File: src/hw/rtl/assert_macros.svh
// Concurrent assertion helpers for the pixel stream decoder.
`ifndef ASSERT_MACROS_SVH
`define ASSERT_MACROS_SVH

`ifndef NO_ASSERTIONS

// Checked at every clock edge outside reset.
`define BMPD_ASSERT(lbl, clk, rst_n, prop, msg) \
    lbl: assert property (@(posedge clk) disable iff (!rst_n) prop) else $error(msg);

// Checked at every clock edge, reset included.
`define BMPD_ASSERT_ALWAYS(lbl, clk, prop, msg) \
    lbl: assert property (@(posedge clk) prop) else $error(msg);

`else

`define BMPD_ASSERT(lbl, clk, rst_n, prop, msg)

`define BMPD_ASSERT_ALWAYS(lbl, clk, prop, msg)

`endif

`endif

File: src/hw/rtl/bmpd_pkg.sv
`default_nettype none

package bmpd_pkg;

    localparam int MAX_WIDTH       = 4096;
    localparam int HEIGHT_LIMIT    = 4096;
    localparam int PALETTE_ENTRIES = 256;

    localparam int DIM_W     = 13;
    localparam int COL_W     = $clog2(MAX_WIDTH);
    localparam int WEFF_W    = COL_W + 1;
    localparam int ROW_W     = $clog2(HEIGHT_LIMIT);
    localparam int HEFF_W    = ROW_W + 1;
    localparam int PAL_IDX_W = (PALETTE_ENTRIES > 1) ? $clog2(PALETTE_ENTRIES) : 1;
    localparam int CFG_IDX_W = 2;

    localparam int Q_DEPTH = 4;
    localparam int Q_PTR_W = $clog2(Q_DEPTH);
    localparam int Q_CNT_W = Q_PTR_W + 1;

    localparam logic [CFG_IDX_W-1:0] REG_PIXEL_FORMAT = 2'd0;
    localparam logic [CFG_IDX_W-1:0] REG_IMAGE_WIDTH  = 2'd1;
    localparam logic [CFG_IDX_W-1:0] REG_IMAGE_HEIGHT = 2'd2;

    localparam logic FMT_BGR24   = 1'b0;
    localparam logic FMT_PAL8    = 1'b1;
    localparam logic CMD_PIXEL   = 1'b0;
    localparam logic CMD_PAL_WR  = 1'b1;

    typedef enum logic [1:0] {
        OP_PIXEL     = 2'd0,
        OP_LOOKUP    = 2'd1,
        OP_PAL_WRITE = 2'd2
    } op_kind_t;

    typedef enum logic [1:0] {
        PH_BLUE  = 2'd0,
        PH_GREEN = 2'd1,
        PH_RED   = 2'd2
    } phase_t;

    typedef struct packed {
        op_kind_t               kind;
        logic [PAL_IDX_W-1:0]   index;
        logic [7:0]             red;
        logic [7:0]             green;
        logic [7:0]             blue;
        logic                   last_row;
        logic                   last_img;
    } op_t;

    typedef struct packed {
        logic empty;
        logic full;
    } q_stat_t;

endpackage

`default_nettype wire

File: src/hw/rtl/bmpd_queue.sv
`default_nettype none

module bmpd_queue
    import bmpd_pkg::*;
(
    input  wire logic clk,
    input  wire logic rst_n,
    input  wire logic push,
    input  wire op_t  push_op,
    input  wire logic pop,
    output op_t       head_op,
    output q_stat_t   stat
);

    op_t                entry_reg [Q_DEPTH];
    logic [Q_PTR_W-1:0] wr_ptr_reg, wr_ptr_next;
    logic [Q_PTR_W-1:0] rd_ptr_reg, rd_ptr_next;
    logic [Q_CNT_W-1:0] count_reg,  count_next;

    always_comb
    begin
        wr_ptr_next = push ? wr_ptr_reg + Q_PTR_W'(1) : wr_ptr_reg;
        rd_ptr_next = pop  ? rd_ptr_reg + Q_PTR_W'(1) : rd_ptr_reg;
        count_next  = count_reg + Q_CNT_W'(push) - Q_CNT_W'(pop);
        stat.empty  = (count_reg == '0);
        stat.full   = (count_reg == Q_CNT_W'(Q_DEPTH));
        head_op     = entry_reg[rd_ptr_reg];
    end

    always_ff @(posedge clk)
    begin
        if (push)
            entry_reg[wr_ptr_reg] <= push_op;
    end

    always_ff @(posedge clk or negedge rst_n)
    begin
        if (!rst_n)
        begin
            wr_ptr_reg <= '0;
            rd_ptr_reg <= '0;
            count_reg  <= '0;
        end
        else
        begin
            wr_ptr_reg <= wr_ptr_next;
            rd_ptr_reg <= rd_ptr_next;
            count_reg  <= count_next;
        end
    end

endmodule

`default_nettype wire

File: config.mk
export PLATFORM = sky130hd
export DESIGN_NAME = bmpd_queue
export DESIGN_NICKNAME = d
export VERILOG_FILES = /design/src/hw/rtl/assert_macros.svh /design/src/hw/rtl/bmpd_pkg.sv /design/src/hw/rtl/bmpd_queue.sv
export SDC_FILE = /design/constraint.sdc
export NUM_CORES = 1
export LEC_CHECK = 0
export ABC_AREA = 1
export BUFFER_PORTS_ARGS = -buffer_cell sky130_fd_sc_hd__buf_2
export CAP_MARGIN = 20
export CORE_ASPECT_RATIO = 2
export CORE_MARGIN = 4
export CORE_UTILIZATION = 35
export DETAILED_ROUTE_END_ITERATION = 10
export GPL_TIMING_DRIVEN = 0
export PLACE_DENSITY_LB_ADDON = 0.12
export SLEW_MARGIN = 0
export SYNTH_ARGS = -nofsm -noshare
export SYNTH_HDL_FRONTEND = slang
export SYNTH_SLANG_ARGS = --single-unit
export TNS_END_PERCENT = 50
File: constraint.sdc
create_clock -name clk -period 2.4 [get_ports clk]
set_input_delay 0.24 -clock clk [delete_from_list [all_inputs] [get_ports clk]]
set_output_delay 0.24 -clock clk [all_outputs]
set_load 0.01 [all_outputs]
==> impl_metrics.yaml <==
status:
  status: "finished, final reports clean"
setup_path:
  crit_required_ns: 2.16
  worstPathArrival_ns: 1.66
  critPathTopFamily: "buffers and inverters"
  reg2reg_depth: 5
  cp_slowest_cell: "dfrtp_1"
  reg2reg_to: "entry_reg[0][19]$_DFFE_PP_"
  path_max_fanout: 10
  r2r-start: "wr_ptr_reg[0]$_DFFE_PN0P_"
  critPathLaunchType: "register"
  critPathKind: "register to output port"
  critPathBufInv: 3
  path_cells: "inv_2, buf_2, nand2_1, nand3_1, nand2_1, buf_2"
  rrSetupSlack_ns: 0.84
  slowest_delay_ns: 0.41
  worst_setup_path_end_kind: "output port"
global_routing:
  grt_max_degree: 30
  grt_pass1_wl_mm: 23.0
  antenna_found_initial: 1
  grt_overflow_total: 0
  grt_pass1_vias: 4428
  grtUsageTotal: 0.145
cells_and_area:
  largest_reg_flops: 144
  syn_to_final_growth_pct: 21.2
  stdcell_count: 940
  fin_nets: 757
  layout-drive-gt1-share: 0.192
  final_area_mm2: 0.00786
floorplanning:
  boundaryPins: 78
  die_y_um: 200
  fp-row-count: 70
  die_area_mm2: 0.0209
  initial_core_util: 0.356
  fp.coreArea_mm2: 0.0182
  die_x_um: 104
clock_tree:
  cts_tree: "done"
  numCtsBuffers: 17
  clock_sinks: 151
  clkLatencyLatePin_ns: 0.41
  cts_max_level: 4
  clkTransAtPathRegs_ns: 0.06
  cts_root_buf: "clkbuf_16"
  cts_setup_buffers: 0
  cts_buffer_depth: 2
sta:
  hold_viol_final: 0
  grt_setup_unrepaired: "false"
  finalCriticalPeriod_ns: 1.90
  setup_viol: 0
  finalSetupTns_ns: 0
  fin_crit_sh: 0.794
  fmax_mhz: 525
  max_slew_margin: 0.811
  finalHoldWorstSlack_ns: 0.0402
  worst_slew_pin_slew_ns: 0.282
  finalMaxSlewViolations: 0
  fin_skew_ns: 0.00585
place:
  place_area_mm2: 0.00722
  port_buffers: 77
  place_inst: 906
  gp_congestion: 0.712
  place_hpwl_mm: 9.48
logic_synthesis:
  syn_avg_cell_area_um2: 10.6
  syn_nets: 656
  async_reset_ff_frac: 0.0464
  synthesis.instances: 609
  synth_ff_type: "edfxtp_1"
  synth_top_cell_by_area: "edfxtp_1"
  synth_commonest_cells: "191 x nand2_1, 156 x inv_1, 144 x edfxtp_1"
  syn-cell-area_mm2: 0.00648
  synth_edf_count: 144
  synth.top_cell.area_share: 0.667
  synth_seq_area_share: 0.694
  ys_top_cells_by_area: "edfxtp_1 67%, nand2_1 11%, inv_1 9.0%"
  synth_warnings: 0
  synth_seq_cells: 151
  synth_cell_types: 16
  yosysMostFrequentCell: "nand2_1"
detailed_routing:
  drt-wirelength-per-cell_um: 15.4
  postRouteAntennaNets: 0
  dr_wl_met2_mm: 8.14
  wl_met1_mm: 5.50
  totalWireLength_mm: 14.5
  wl_met3_um: 417
  drc: 0
  vias_per_cell: 4.41
  top_layer: "met4"
  firstDrtPassIters: 4
  num_vias: 4146
  drt-initial-drc-count: 191
job:
  drv_cap: 0
power_and_ir_drop:
  ir_worst_vdd_v: 0.000598
  design_power_total_mw: 9.86
  power_density_mw_per_mm2: 1260
  power.leakage_nw: 3.70
worst_hold_path:
  hp-start: "push_op[22]"
  hold_class: "input port to register"
  hold-path-endpoint: "entry_reg[3][22]$_DFFE_PP_"
  holdPathStages: 1
layout make-up:
cell class	count	area, um^2
sequential	151	4500
inverter	158	596
clock inverter	12	178
clock buffer	20	447
timing repair buffer	82	475
antenna	1	2.50
buffer	23	169
fill	1703	10400
tap	216	270
multi-input combinational	277	1220
layout by cell type, fill, tap and decap left out, drive strengths merged:
master         n
nor3           2
edfxtp       144
nand2        191
nand3         73
diode          1
clkbuf        21
ha             6
xor2           3
dfrtp          7
clkinv         4
o21ai          1
fa             1
dlygate4sd3    1
buf          103
inv          158
clkinvlp       4
bufinv         4
per-stage QoR:
step	utilization	worst slack, ns
after floorplan	-	0.627
after global placement	0.392	-0.0614
after detailed placement	0.396	0.834
after CTS	0.431	0.413
after global routing	0.431	0.339
final	0.431	0.495
worst reg2reg max path: stages (launching register included):
cell and delay (ns):
dfrtp_1 0.42, inv_1 0.11, ha_1 0.14, nand2_1 0.06, inv_2 0.24, buf_12 0.26
logic make-up after synthesis:
| group | synth area share |
|---|---|
| buffers and inverters | 0.118 |
| XOR/XNOR | 0.00405 |
| AO/OA/AOI/OAI | 0.000771 |
| AND/OR/NAND/NOR | 0.169 |
| adder cells (fa/ha/maj) | 0.0147 |
| flip-flops | 0.694 |
how the worst max path moves through the flow:
stage / start / cells after the start / endpoint / slack [ns]
detailed placement: wr_ptr_reg[0]$_DFFE_PN0P_ / 5 / entry_reg[0][19]$_DFFE_PP_ / 0.83
CTS: rd_ptr_reg[0]$_DFFE_PN0P_ / 6 / head_op[1] / 0.41
floorplan: wr_ptr_reg[0]$_DFFE_PN0P_ / 4 / entry_reg[0][0]$_DFFE_PP_ / 0.63
global route: rd_ptr_reg[0]$_DFFE_PN0P_ / 6 / head_op[1] / 0.34
global placement: wr_ptr_reg[0]$_DFFE_PN0P_ / 4 / entry_reg[2][20]$_DFFE_PP_ / -0.06
finish: rd_ptr_reg[0]$_DFFE_PN0P_ / 6 / head_op[22] / 0.50
routing by layer:
| layer | vias up | GRT usage |
|---|---|---|
| met2 | 71 | 0.279 |
| met3 | 20 | 0.0306 |
| met4 | 0 | 0.0699 |
| met5 | - | 0 |
| met1 | 1964 | 0.146 |
| li1 | 2091 | - |
power by group:
part	total, mW	internal, mW	switching, mW
clock	2.77	1.77	1.00
sequential	3.60	3.46	0.139
combinational	3.50	1.21	2.29
total	9.86	6.43	3.43
repair_timing:
item / 4_1_cts / 5_1_grt
hold endpoints to repair: 7 / 0
resized for setup: 0 / 0
hold buffers: 1 / 0
endpoints found under the setup margin: 0 / 0
No activity file was read; power rests on OpenSTA's default activity.
