--- config.mk ---
export PLATFORM = sky130hd
export DESIGN_NAME = bmpd_front
export DESIGN_NICKNAME = d
export VERILOG_FILES = /design/src/hw/rtl/assert_macros.svh /design/src/hw/rtl/bmpd_pkg.sv /design/src/hw/rtl/bmpd_front.sv
export SDC_FILE = /design/constraint.sdc
export NUM_CORES = 1
export LEC_CHECK = 0
export BUFFER_PORTS_ARGS = -buffer_cell sky130_fd_sc_hd__clkbuf_2
export CAP_MARGIN = 20
export CORE_MARGIN = 2
export CORE_UTILIZATION = 55
export DETAILED_ROUTE_END_ITERATION = 8
export PLACE_DENSITY = 0.84
export SYNTH_ARGS = -nofsm -noshare
export SYNTH_HDL_FRONTEND = slang
export SYNTH_SLANG_ARGS = --single-unit
--- constraint.sdc ---
create_clock -name clk -period 4.8 [get_ports clk]
set_input_delay 0 -clock clk [delete_from_list [all_inputs] [get_ports clk]]
set_output_delay 0 -clock clk [all_outputs]
set_load 0.005 [all_outputs]
--- src/hw/rtl/assert_macros.svh ---
// Concurrent assertion helpers for the pixel stream decoder.
`ifndef ASSERT_MACROS_SVH
`define ASSERT_MACROS_SVH

`ifndef NO_ASSERTIONS

// Checked at every clock edge outside reset.
`define BMPD_ASSERT(lbl, clk, rst_n, prop, msg) \
    lbl: assert property (@(posedge clk) disable iff (!rst_n) prop) else $error(msg);

// Checked at every clock edge, reset included.
`define BMPD_ASSERT_ALWAYS(lbl, clk, prop, msg) \
    lbl: assert property (@(posedge clk) prop) else $error(msg);

`else

`define BMPD_ASSERT(lbl, clk, rst_n, prop, msg)

`define BMPD_ASSERT_ALWAYS(lbl, clk, prop, msg)

`endif

`endif

--- src/hw/rtl/bmpd_pkg.sv ---
`default_nettype none

package bmpd_pkg;

    localparam int MAX_WIDTH       = 4096;
    localparam int HEIGHT_LIMIT    = 4096;
    localparam int PALETTE_ENTRIES = 256;

    localparam int DIM_W     = 13;
    localparam int COL_W     = $clog2(MAX_WIDTH);
    localparam int WEFF_W    = COL_W + 1;
    localparam int ROW_W     = $clog2(HEIGHT_LIMIT);
    localparam int HEFF_W    = ROW_W + 1;
    localparam int PAL_IDX_W = (PALETTE_ENTRIES > 1) ? $clog2(PALETTE_ENTRIES) : 1;
    localparam int CFG_IDX_W = 2;

    localparam int Q_DEPTH = 4;
    localparam int Q_PTR_W = $clog2(Q_DEPTH);
    localparam int Q_CNT_W = Q_PTR_W + 1;

    localparam logic [CFG_IDX_W-1:0] REG_PIXEL_FORMAT = 2'd0;
    localparam logic [CFG_IDX_W-1:0] REG_IMAGE_WIDTH  = 2'd1;
    localparam logic [CFG_IDX_W-1:0] REG_IMAGE_HEIGHT = 2'd2;

    localparam logic FMT_BGR24   = 1'b0;
    localparam logic FMT_PAL8    = 1'b1;
    localparam logic CMD_PIXEL   = 1'b0;
    localparam logic CMD_PAL_WR  = 1'b1;

    typedef enum logic [1:0] {
        OP_PIXEL     = 2'd0,
        OP_LOOKUP    = 2'd1,
        OP_PAL_WRITE = 2'd2
    } op_kind_t;

    typedef enum logic [1:0] {
        PH_BLUE  = 2'd0,
        PH_GREEN = 2'd1,
        PH_RED   = 2'd2
    } phase_t;

    typedef struct packed {
        op_kind_t               kind;
        logic [PAL_IDX_W-1:0]   index;
        logic [7:0]             red;
        logic [7:0]             green;
        logic [7:0]             blue;
        logic                   last_row;
        logic                   last_img;
    } op_t;

    typedef struct packed {
        logic empty;
        logic full;
    } q_stat_t;

endpackage

`default_nettype wire

--- src/hw/rtl/bmpd_front.sv ---
`default_nettype none

module bmpd_front
    import bmpd_pkg::*;
(
    input  wire logic                 clk,
    input  wire logic                 rst_n,
    input  wire logic                 cfg_we,
    input  wire logic [CFG_IDX_W-1:0] cfg_index,
    input  wire logic [DIM_W-1:0]     cfg_data,
    input  wire logic                 accept,
    input  wire logic                 cmd,
    input  wire logic [7:0]           data_byte,
    input  wire logic [7:0]           pal_index,
    input  wire logic [7:0]           pal_red,
    input  wire logic [7:0]           pal_green,
    input  wire logic [7:0]           pal_blue,
    output logic                      push,
    output op_t                       op
);

    logic             format_reg;
    logic [DIM_W-1:0] width_reg;
    logic [DIM_W-1:0] height_reg;

    logic [COL_W-1:0] col_reg,    col_next;
    logic [ROW_W-1:0] row_reg,    row_next;
    phase_t           phase_reg,  phase_next;
    logic [15:0]      held_reg,   held_next;
    logic [1:0]       pad_reg,    pad_next;

    logic [WEFF_W-1:0] w_eff;
    logic [HEFF_W-1:0] h_eff;
    logic [1:0]        row_bytes_lo;
    logic              end_row;
    logic              end_img;
    logic              do_emit;
    logic              take;

    always_ff @(posedge clk or negedge rst_n)
    begin
        if (!rst_n)
        begin
            format_reg <= FMT_BGR24;
            width_reg  <= DIM_W'(1);
            height_reg <= DIM_W'(1);
        end
        else if (cfg_we)
        begin
            unique case (cfg_index)
                REG_PIXEL_FORMAT: format_reg <= cfg_data[0];
                REG_IMAGE_WIDTH:  width_reg  <= cfg_data;
                REG_IMAGE_HEIGHT: height_reg <= cfg_data;
                default:          format_reg <= format_reg;
            endcase
        end
    end

    always_comb
    begin
        if (width_reg == '0)
            w_eff = WEFF_W'(1);
        else if (width_reg > MAX_WIDTH)
            w_eff = WEFF_W'(MAX_WIDTH);
        else
            w_eff = WEFF_W'(width_reg);

        if (height_reg == '0)
            h_eff = HEFF_W'(1);
        else if (height_reg > HEIGHT_LIMIT)
            h_eff = HEFF_W'(HEIGHT_LIMIT);
        else
            h_eff = HEFF_W'(height_reg);

        row_bytes_lo = (format_reg == FMT_PAL8) ? w_eff[1:0] : 2'(w_eff[1:0] * 2'd3);
        end_row = ({1'b0, col_reg} + WEFF_W'(1)) >= w_eff;
        end_img = ({1'b0, row_reg} + HEFF_W'(1)) >= h_eff;
    end

    always_comb
    begin
        col_next   = col_reg;
        row_next   = row_reg;
        phase_next = phase_reg;
        held_next  = held_reg;
        pad_next   = pad_reg;
        push       = 1'b0;
        do_emit    = 1'b0;
        take       = accept;

        op.kind     = OP_PIXEL;
        op.index    = data_byte[PAL_IDX_W-1:0];
        op.red      = data_byte;
        op.green    = held_reg[15:8];
        op.blue     = held_reg[7:0];
        op.last_row = 1'b0;
        op.last_img = 1'b0;

        priority if (!take)
        begin
            push = 1'b0;
        end
        else if (cmd == CMD_PAL_WR)
        begin
            op.kind  = OP_PAL_WRITE;
            op.index = pal_index[PAL_IDX_W-1:0];
            op.red   = pal_red;
            op.green = pal_green;
            op.blue  = pal_blue;
            push     = ({1'b0, pal_index} < 9'(PALETTE_ENTRIES));
        end
        else if (pad_reg != 2'd0)
        begin
            pad_next = pad_reg - 2'd1;
        end
        else if (format_reg == FMT_PAL8)
        begin
            do_emit = 1'b1;
            if ({1'b0, data_byte} < 9'(PALETTE_ENTRIES))
                op.kind = OP_LOOKUP;
            else
            begin
                op.red   = 8'd0;
                op.green = 8'd0;
                op.blue  = 8'd0;
            end
        end
        else
        begin
            unique case (phase_reg)
                PH_BLUE:
                begin
                    held_next  = {held_reg[15:8], data_byte};
                    phase_next = PH_GREEN;
                end
                PH_GREEN:
                begin
                    held_next  = {data_byte, held_reg[7:0]};
                    phase_next = PH_RED;
                end
                default:
                begin
                    phase_next = PH_BLUE;
                    do_emit    = 1'b1;
                end
            endcase
        end

        if (do_emit)
        begin
            push        = 1'b1;
            op.last_row = end_row;
            op.last_img = end_row & end_img;
            if (end_row)
            begin
                col_next = '0;
                pad_next = 2'd0 - row_bytes_lo;
                row_next = end_img ? '0 : row_reg + ROW_W'(1);
            end
            else
            begin
                col_next = col_reg + COL_W'(1);
            end
        end
    end

    always_ff @(posedge clk or negedge rst_n)
    begin
        if (!rst_n)
        begin
            col_reg   <= '0;
            row_reg   <= '0;
            phase_reg <= PH_BLUE;
            held_reg  <= '0;
            pad_reg   <= '0;
        end
        else
        begin
            col_reg   <= col_next;
            row_reg   <= row_next;
            phase_reg <= phase_next;
            held_reg  <= held_next;
            pad_reg   <= pad_next;
        end
    end

endmodule

`default_nettype wire

==> results of run 1 <==
per-layer routing:
metal	vias to the layer above	part of all wire	global-route usage
met3	16	0.047	0.04190
met4	0	0.021	0.1017
met2	101	0.51	0.4396
li1	1859	-	-
met5	-	0	0
met1	1833	0.42	0.3062
cells by family (layout without fill, tap and decap cells):
family	count (synthesis)	after routing	synth area share
compound gates	61	61	0.1022
xor+xnor	23	23	0.04623
fa+ha+maj	28	28	0.08039
buf+inv	23	141	0.02498
flops	71	71	0.4083
mux	44	44	0.1137
simple gates	217	217	0.2242
metrics by stage:
stage	instance area [µm²]	cells	utilization	hold slack (ns)	power, µW
finish	5291	687	0.6883	0.03857	1919
global route	5291	687	0.6883	0.04712	2048
CTS	5291	687	0.6883	0.02342	1927
detailed placement	4890	649	0.6361	0.2575	1472
global placement	4890	649	0.6361	0.2521	1432
floorplan	4358	467	-	-0.2956	1258
layout make-up:
type,count,area [µm²]
inverters,6,25.02
fillers,596,2396
repair buffers,119,708.2
clock inverters,6,43.79
well taps,102,127.6
multi-input cells,373,2470
clock buffers,10,137.6
flip-flops and latches,71,1779
worst min-delay path: stages:
cell,delay (ns)
clkbuf_2,0.10
nor3b_1,0.05
mux2_2,0.21
worst max path at each step:
stage                                    to  depth (start not counted)
detailed placement   row_reg[6]$_DFFE_PN0P_                         12
finish                                op[0]                         13
CTS                                   op[0]                         13
global placement    row_reg[11]$_DFFE_PN0P_                         12
floorplan              pad_reg[0]$_DFF_PN0_                         14
global route                          op[0]                         13
power by group:
group          internal (µW)  total (µW)  switching, µW
combinational            321         626            304
clock                    203         439            235
sequential               740         855            115
total                   1260        1920            655
timing repair:
item,CTS,global route
setup endpoints to repair,0,0
hold buffers,22,0
endpoints found under the hold margin,112,0
layout by cell type, fill, tap and decap left out, drive strengths merged, types with 3 or more instances in the layout:
cell / synthesis / layout
clkinv: 0 / 4
inv: 6 / 7
a21o: 6 / 6
nor2: 27 / 27
and2: 4 / 4
nor3: 6 / 6
xnor2: 9 / 9
mux2: 44 / 44
a22o: 10 / 10
a221o: 5 / 5
nand3: 13 / 13
ha: 28 / 28
dfrtp: 69 / 69
a21oi: 13 / 13
clkbuf: 10 / 105
nor3b: 3 / 3
and3: 6 / 6
dlygate4sd3: 0 / 22
nand2: 135 / 135
or2: 3 / 3
o21ai: 13 / 13
nor4: 6 / 6
xor2: 14 / 14
nor2b: 3 / 3
nand2b: 3 / 3
nand4: 4 / 4
==> impl_metrics.yaml, run 1 <==
status:
  status: "finished clean"
clock_network:
  clkSlewWorstSetupHoldPaths_ns: 0.08
  insertion_delay_ns: 0.35
  cts_made_buffers: 9
  post_cts_resized: 0
  cts.path.max_buffers: 2
  cts_tree: "done"
  cts.htree.levels: 3
  cts-root-buf: "clkbuf_8"
  post_cts_buffers: 0
  cts_sinks: 71
setup_path:
  cp-end-kind: "primary output"
  reg2reg_depth: 12
  startpoint_type: "flip-flop"
  worst_path_largest_cell_delay_ns: 0.48
  r2r-end: "row_reg[8]$_DFFE_PN0P_"
  crit_type: "flip-flop to primary output"
  worstSetupStartpoint: "col_reg[0]$_DFFE_PN0P_"
  worstReg2RegStart: "col_reg[0]$_DFFE_PN0P_"
  cp_num_buf_inv: 2
  crit_arrival_ns: 3.71
  critPathMaxFanout: 14
  slowest_stage: "a21oi_2"
  cp_data_required_time_ns: 4.80
  r2r_slack_ns: 1.15
  worst_path_dominant_cell_family: "simple AND/OR/NAND/NOR gates"
  crit_chain: "ha_1 > nand3_1 > nor2_1 > nand3_1 > xnor2_1 > ha_1 > and2_1 > a221oi_2 > o22ai_2 > a21oi_2 > inv_4 > and2_1 > clkbuf_2"
sta:
  relSlewSlack: 0.3662
  rsz0062_at_grt: "no"
  fin_skew_ns: 0.01083
  timing.final.ws_setup_ns: 1.089
  final_max_slew_viol_count: 0
  setup_violations: 0
  tightest_slew_ns: 0.9496
  min_period_ns: 3.711
  fmax_mhz: 269.5
  tns_ns: 0
  finalCritPeriodShare: 0.7731
  hold_viol: 0
placement:
  place_ws_ns: 1.200
  dp_hpwl_mm: 7.676
  port_buffers: 96
  routabilityCongestion: 0.8984
pwr:
  power.leakage_uw: 0.002755
  ir_drop_mv: 0.2147
  power.density_nw_per_um2: 362.7
grt:
  grt_pass1_vias: 3677
  grt_antenna_before_repair: 0
  grt_first_pass_wirelength_mm: 17.06
  grt_start_max_net_pins: 72
  grt-ovfl-total: 0
  grtUsageTotal: 0.2503
logic_synthesis:
  async_reset_ff_frac: 1.000
  synth.top_cells.by_area: "dfrtp_1, nand2_1, mux2_2"
  synthesis.nets: 555
  yosysSeqAreaShare: 0.4083
  synth-edff-count: 0
  synth_top_area_frac: 0.3962
  synth_flop_cell: "dfrtp_1"
  synth_top_cell_by_area: "dfrtp_1"
  ys_top_cells_by_count: "nand2_1, dfrtp_1, mux2_2, ha_1, nor2_1"
  ys_types: 49
  syn_area_um2: 4358
  synth_seq_cells: 71
  synth_cells: 467
  avgSynthCellArea_um2: 9.332
  yosysMostFrequentCell: "nand2_1"
  yosysWarnings: 0
flow_run:
  cap_violations: 0
die:
  die_w_um: 93.02
  die_y_um: 93.02
  row_count: 32
  die_area_um2: 8652
  core_um2: 7687
  io_pins: 97
  initial_core_util: 0.5669
cells_and_area:
  largest_reg_flops: 16
  finalNetCount: 668
  n_antenna_cell: 0
  drive_above_1_share: 0.2906
  area_growth_pct: 21.42
hold_path:
  hold_class: "input pin to flip-flop"
  whs_endpoint: "format_reg$_DFFE_PN0P_"
  hold_depth: 3
  hp-start: "cfg_index[0]"
routing:
  routed_wl_mm: 10.62
  dr.pass1.iters: 4
  vias: 3809
  wl_per_cell_um: 15.46
  detail-route-antenna-nets: 0
  drt_iter0_drc: 196
  viasPerCell: 5.544
  drc: 0
No activity file was read; power rests on OpenSTA's default activity.
==> run 2: changes to the inputs <==
==> constraint.sdc (replaced) <==
create_clock -name clk -period 3.9 [get_ports clk]
set_input_delay 0 -clock clk [delete_from_list [all_inputs] [get_ports clk]]
set_output_delay 0 -clock clk [all_outputs]
set_load 0.005 [all_outputs]
==> run 2 against run 1 <==
Against the previous run:
- via count rose by 0.74%
- sequential share of layout area fell by 0.41 points
- core utilization rose by 0.85 points
- critical path depth fell by 1
- largest cell class unchanged
==> impl_metrics.yaml, run 2 (synthesis gave the netlist of run 1 again) <==
clock_network:
  cts-root-buf: "clkbuf_8"
  post_cts_resized: 0
  hold_buffers: 22
  cts.htree.levels: 3
  insertion_delay_ns: 0.35
  post_cts_buffers: 0
  cts_sinks: 71
  cts.path.max_buffers: 2
  cts_made_buffers: 9
  cts_tree: "done"
  clkSlewWorstSetupHoldPaths_ns: 0.08
setup_path:
  slowest_stage: "a211o_1"
  critPathMaxFanout: 11
  cp-end-kind: "primary output"
  cp_num_buf_inv: 1
  worst_path_dominant_cell_family: "simple AND/OR/NAND/NOR gates"
  crit_chain: "ha_1 > and3_1 > nand3_1 > or2_1 > nor2_1 > xor2_1 > ha_1 > a21oi_1 > o21ai_0 > a211o_1 > and2_1 > clkbuf_2"
  worst_path_most_repeated_cell: "ha_1"
  startpoint_type: "flip-flop"
  crit_type: "flip-flop to primary output"
  worst_path_largest_cell_delay_ns: 0.43
  crit_arrival_ns: 3.38
  cp_data_required_time_ns: 3.90
sta:
  min_period_ns: 3.385
  relSlewSlack: 0.3775
  tightest_slew_ns: 0.9327
  hold_viol: 0
  final_max_slew_viol_count: 0
  setup_violations: 0
  fin_skew_ns: 0.01171
  finalCritPeriodShare: 0.8679
  rsz0062_at_grt: "no"
  fmax_mhz: 295.4
  tns_ns: 0
cells_and_area:
  final_common_cell: "nand2_1"
  fill_cells: 554
  largest_reg_flops: 16
  final_area_um2: 5356
  post-route-util: 0.6968
  final_cell_mix: "nand2_1, clkbuf_2, dfrtp_1"
  drive_above_1_share: 0.2930
  finalNetCount: 670
  area_growth_pct: 22.91
  n_antenna_cell: 0
grt:
  grt-ovfl-total: 0
  grt_pass1_vias: 3780
  grt_first_pass_wirelength_mm: 17.64
  grtUsageTotal: 0.2604
  grt_antenna_before_repair: 0
  grt_start_max_net_pins: 39
placement:
  placed_area_um2: 4905
  port_buffers: 96
  dp_hpwl_mm: 7.815
  routabilityCongestion: 0.8719
pwr:
  ir_drop_mv: 0.2679
  power.leakage_uw: 0.002784
  power.density_nw_per_um2: 468.2
hold_path:
  hold_class: "input pin to flip-flop"
die:
  die_area_um2: 8652
  die_w_um: 93.02
  die_y_um: 93.02
  row_count: 32
  io_pins: 97
  core_um2: 7687
  initial_core_util: 0.5669
routing:
  drc: 0
  dr.pass1.iters: 5
  detail-route-antenna-nets: 0
  drt_iter0_drc: 184
  viasPerCell: 5.569
  wl_per_cell_um: 15.49
  vias: 3837
  routed_wl_mm: 10.67
flow_run:
  cap_violations: 0
status:
  status: "finished clean"
## run 2: path summary, 6_finish.rpt
path / depth (start not counted) / from / endpoint / slack, ns
min in group asynchronous: 2 / rst_n / col_reg[9]$_DFFE_PN0P_ / 0.27
min: 3 / cfg_index[1] / format_reg$_DFFE_PN0P_ / 0.05
max reg2reg: 13 / row_reg[0]$_DFFE_PN0P_ / row_reg[6]$_DFFE_PN0P_ / 0.54
min reg2reg: 1 / held_reg[8]$_DFFE_PN0P_ / held_reg[8]$_DFFE_PN0P_ / 0.51
max: 12 / row_reg[0]$_DFFE_PN0P_ / op[0] / 0.52
max in group asynchronous: 3 / rst_n / pad_reg[1]$_DFF_PN0_ / 2.68
## run 2: worst min-delay path, stage by stage
cell	delay, ns
clkbuf_2	0.10
nor3b_1	0.05
mux2_2	0.21
## run 2: through the flow
| step | instances | hold WS [ns] | worst slack [ns] | total power (µW) |
|---|---|---|---|---|
| global route | 689 | 0.04716 | 0.2581 | 2672 |
| detailed placement | 651 | 0.1136 | 0.5834 | 1825 |
| global placement | 651 | 0.1105 | 0.7376 | 1769 |
| floorplan | 467 | -0.2956 | 0.9835 | 1548 |
| finish | 689 | 0.04641 | 0.5150 | 2508 |
| CTS | 689 | 0.03431 | 0.5101 | 2519 |
## run 2: cell type report
cell class	count	area [µm²]	share of cell area
Inverter	6	25.02	0.004672
Multi-Input combinational cell	373	2470	0.4611
Sequential cell	71	1779	0.3322
Clock inverter	5	80.08	0.01495
Tap cell	102	127.6	0.02383
Timing Repair Buffer	121	723.2	0.1350
Clock buffer	11	151.4	0.02826
## run 2: routing by layer
metal  vias to the layer above  routed length, µm  track usage
met1                      1839               4304       0.2991
li1                       1852                  -            -
met5                         -                  0            0
met4                         0                286       0.1164
met3                        24                528      0.04835
met2                       122               5553       0.4710
## run 2: power breakdown
| group | switching, µW | internal [µW] | leakage, µW |
|---|---|---|---|
| sequential | 144 | 910 | 0.000893 |
| combinational | 385 | 397 | 0.00178 |
| clock | 277 | 394 | 0.000112 |
==> run 3: changes to the inputs <==
--- a/config.mk
+++ b/config.mk
@@ -11,6 +11,7 @@
 export CORE_UTILIZATION = 55
 export DETAILED_ROUTE_END_ITERATION = 8
 export PLACE_DENSITY = 0.84
+export REMOVE_ABC_BUFFERS = 1
 export SYNTH_ARGS = -nofsm -noshare
 export SYNTH_HDL_FRONTEND = slang
 export SYNTH_SLANG_ARGS = --single-unit
==> run 3 against run 2 <==
Against the previous run:
- sequential power about the same
- non-clock buffer count did not move
- power is 3.9% lower
- via count down 0.16%
- clock-buffer cell count rose by 1
- critical path depth is 1 higher
- die area is the same
- register-to-register slack about the same
- setup slack worse by 0.13 ns
- final area fell by 0.72%
- fmax is 3.7% lower
- clock skew fell by 0.0012 ns
- critical endpoint unchanged
- largest cell class unchanged
==> impl_metrics.yaml, run 3 (synthesis gave the netlist of run 1 again) <==
status:
  status: "finished clean"
routing:
  routed_wl_mm: 10.38
  drc: 0
  drt_iter0_drc: 227
  dr.pass1.iters: 5
  vias: 3831
  detail-route-antenna-nets: 0
  wl_per_cell_um: 15.07
  viasPerCell: 5.560
die:
  core_um2: 7687
  io_pins: 97
  row_count: 32
  die_area_um2: 8652
  die_w_um: 93.02
  initial_core_util: 0.5669
  die_y_um: 93.02
sta:
  hold_viol: 0
  fin_skew_ns: 0.01050
  setup_violations: 0
  rsz0062_at_grt: "no"
  tightest_slew_ns: 0.9035
  min_period_ns: 3.514
  final_max_slew_viol_count: 0
  finalCritPeriodShare: 0.9010
  fmax_mhz: 284.6
  relSlewSlack: 0.3970
  tns_ns: 0
cells_and_area:
  register_area_um2: 1779
  final_area_um2: 5318
  final_cell_mix: "nand2_1, clkbuf_2, dfrtp_1"
  fill_cells: 582
  post-route-util: 0.6917
  n_antenna_cell: 0
  largest_reg_flops: 16
  final_common_cell: "nand2_1"
  finalNetCount: 670
  fin_cells: 689
  drive_above_1_share: 0.2913
  area_growth_pct: 22.02
  multi_input_area_um2: 2472
pwr:
  fin_total_pwr_uw: 2409
  power.leakage_uw: 0.002771
  ir_drop_mv: 0.2395
  power.density_nw_per_um2: 453.1
setup_path:
  startpoint_type: "flip-flop"
  crit_arrival_ns: 3.51
  cp_data_required_time_ns: 3.90
  crit_type: "flip-flop to primary output"
  cp-end-kind: "primary output"
  slowest_stage: "dfrtp_1"
  crit_chain: "ha_1 > nand3_1 > nor2_1 > nand3_1 > xnor2_1 > ha_1 > and2_1 > a221oi_2 > o22ai_2 > a21oi_2 > inv_4 > and2_1 > clkbuf_2"
  worst_path_largest_cell_delay_ns: 0.43
  cp_num_buf_inv: 2
  worst_path_dominant_cell_family: "simple AND/OR/NAND/NOR gates"
  critPathMaxFanout: 14
placement:
  placed_cells: 651
  placed_area_um2: 4905
  dp_hpwl_mm: 7.573
  port_buffers: 96
  routabilityCongestion: 0.8244
clock_network:
  clkSlewWorstSetupHoldPaths_ns: 0.08
  cts.htree.levels: 3
  cts_tree: "done"
  post_cts_buffers: 0
  cts_made_buffers: 9
  cts.path.max_buffers: 2
  cts-root-buf: "clkbuf_8"
  cts_sinks: 71
  insertion_delay_ns: 0.34
grt:
  grt_pass1_vias: 3690
  grt_antenna_before_repair: 0
  grtUsageTotal: 0.2485
  grt_first_pass_wirelength_mm: 16.91
  grt-ovfl-total: 0
  grt_start_max_net_pins: 38
flow_run:
  cap_violations: 0
hold_path:
  hold_class: "input pin to flip-flop"
run 3: power breakdown:
part / leakage, µW / internal (µW) / switching, µW / total [µW]
clock: 0.000100 / 310 / 269 / 580
combinational: 0.00178 / 400 / 377 / 777
sequential: 0.000893 / 911 / 142 / 1050
total: 0.00277 / 1620 / 788 / 2410
run 3: stage by stage:
step	setup slack, ns	hold slack (ns)
finish	0.3861	0.05012
global route	0.1706	0.05555
CTS	0.3228	0.04613
detailed placement	0.3432	0.1323
global placement	0.4655	0.1253
floorplan	0.8277	-0.2956
run 3: tightest hold or removal path, delay by kind of cell:
family / cells / cell delay, ns
simple gates: 1 / 0.05
buf+inv: 1 / 0.10
mux: 1 / 0.21
run 3: cell type report:
cell class / instances / share of cell area
Clock buffer: 12 / 0.02729
Inverter: 6 / 0.004706
Timing Repair Buffer: 121 / 0.1360
Multi-Input combinational cell: 373 / 0.4649
Sequential cell: 71 / 0.3346
Clock inverter: 4 / 0.008471
Tap cell: 102 / 0.02400
run 3: repair_timing:
item	in CTS	in global routing
endpoints found under the setup margin	0	8
hold endpoints to repair	76	0
resized for setup	0	1
hold buffers	22	0
run 3: worst paths after layout:
kind / startpoint / endpoint / slack [ns] / cells after the start
worst min-delay path: cfg_index[1] / format_reg$_DFFE_PN0P_ / 0.05 / 3
worst max-delay path: col_reg[0]$_DFFE_PN0P_ / op[0] / 0.39 / 13
worst min register to register: held_reg[7]$_DFFE_PN0P_ / held_reg[7]$_DFFE_PN0P_ / 0.51 / 1
worst max register to register: row_reg[0]$_DFFE_PN0P_ / row_reg[3]$_DFFE_PN0P_ / 0.53 / 12
max in group asynchronous: rst_n / height_reg[0]$_DFFE_PN1P_ / 2.59 / 3
min in group asynchronous: rst_n / col_reg[7]$_DFFE_PN0P_ / 0.29 / 2
run 3: per-layer routing:
| metal | wire [µm] | vias to the layer above | global-route usage | share of wire |
|---|---|---|---|---|
| met4 | 259 | 0 | 0.1005 | 0.025 |
| li1 | - | 1852 | - | - |
| met1 | 4447 | 1858 | 0.3128 | 0.43 |
| met3 | 457 | 23 | 0.05157 | 0.044 |
| met5 | 0 | - | 0 | 0 |
| met2 | 5219 | 98 | 0.4191 | 0.50 |
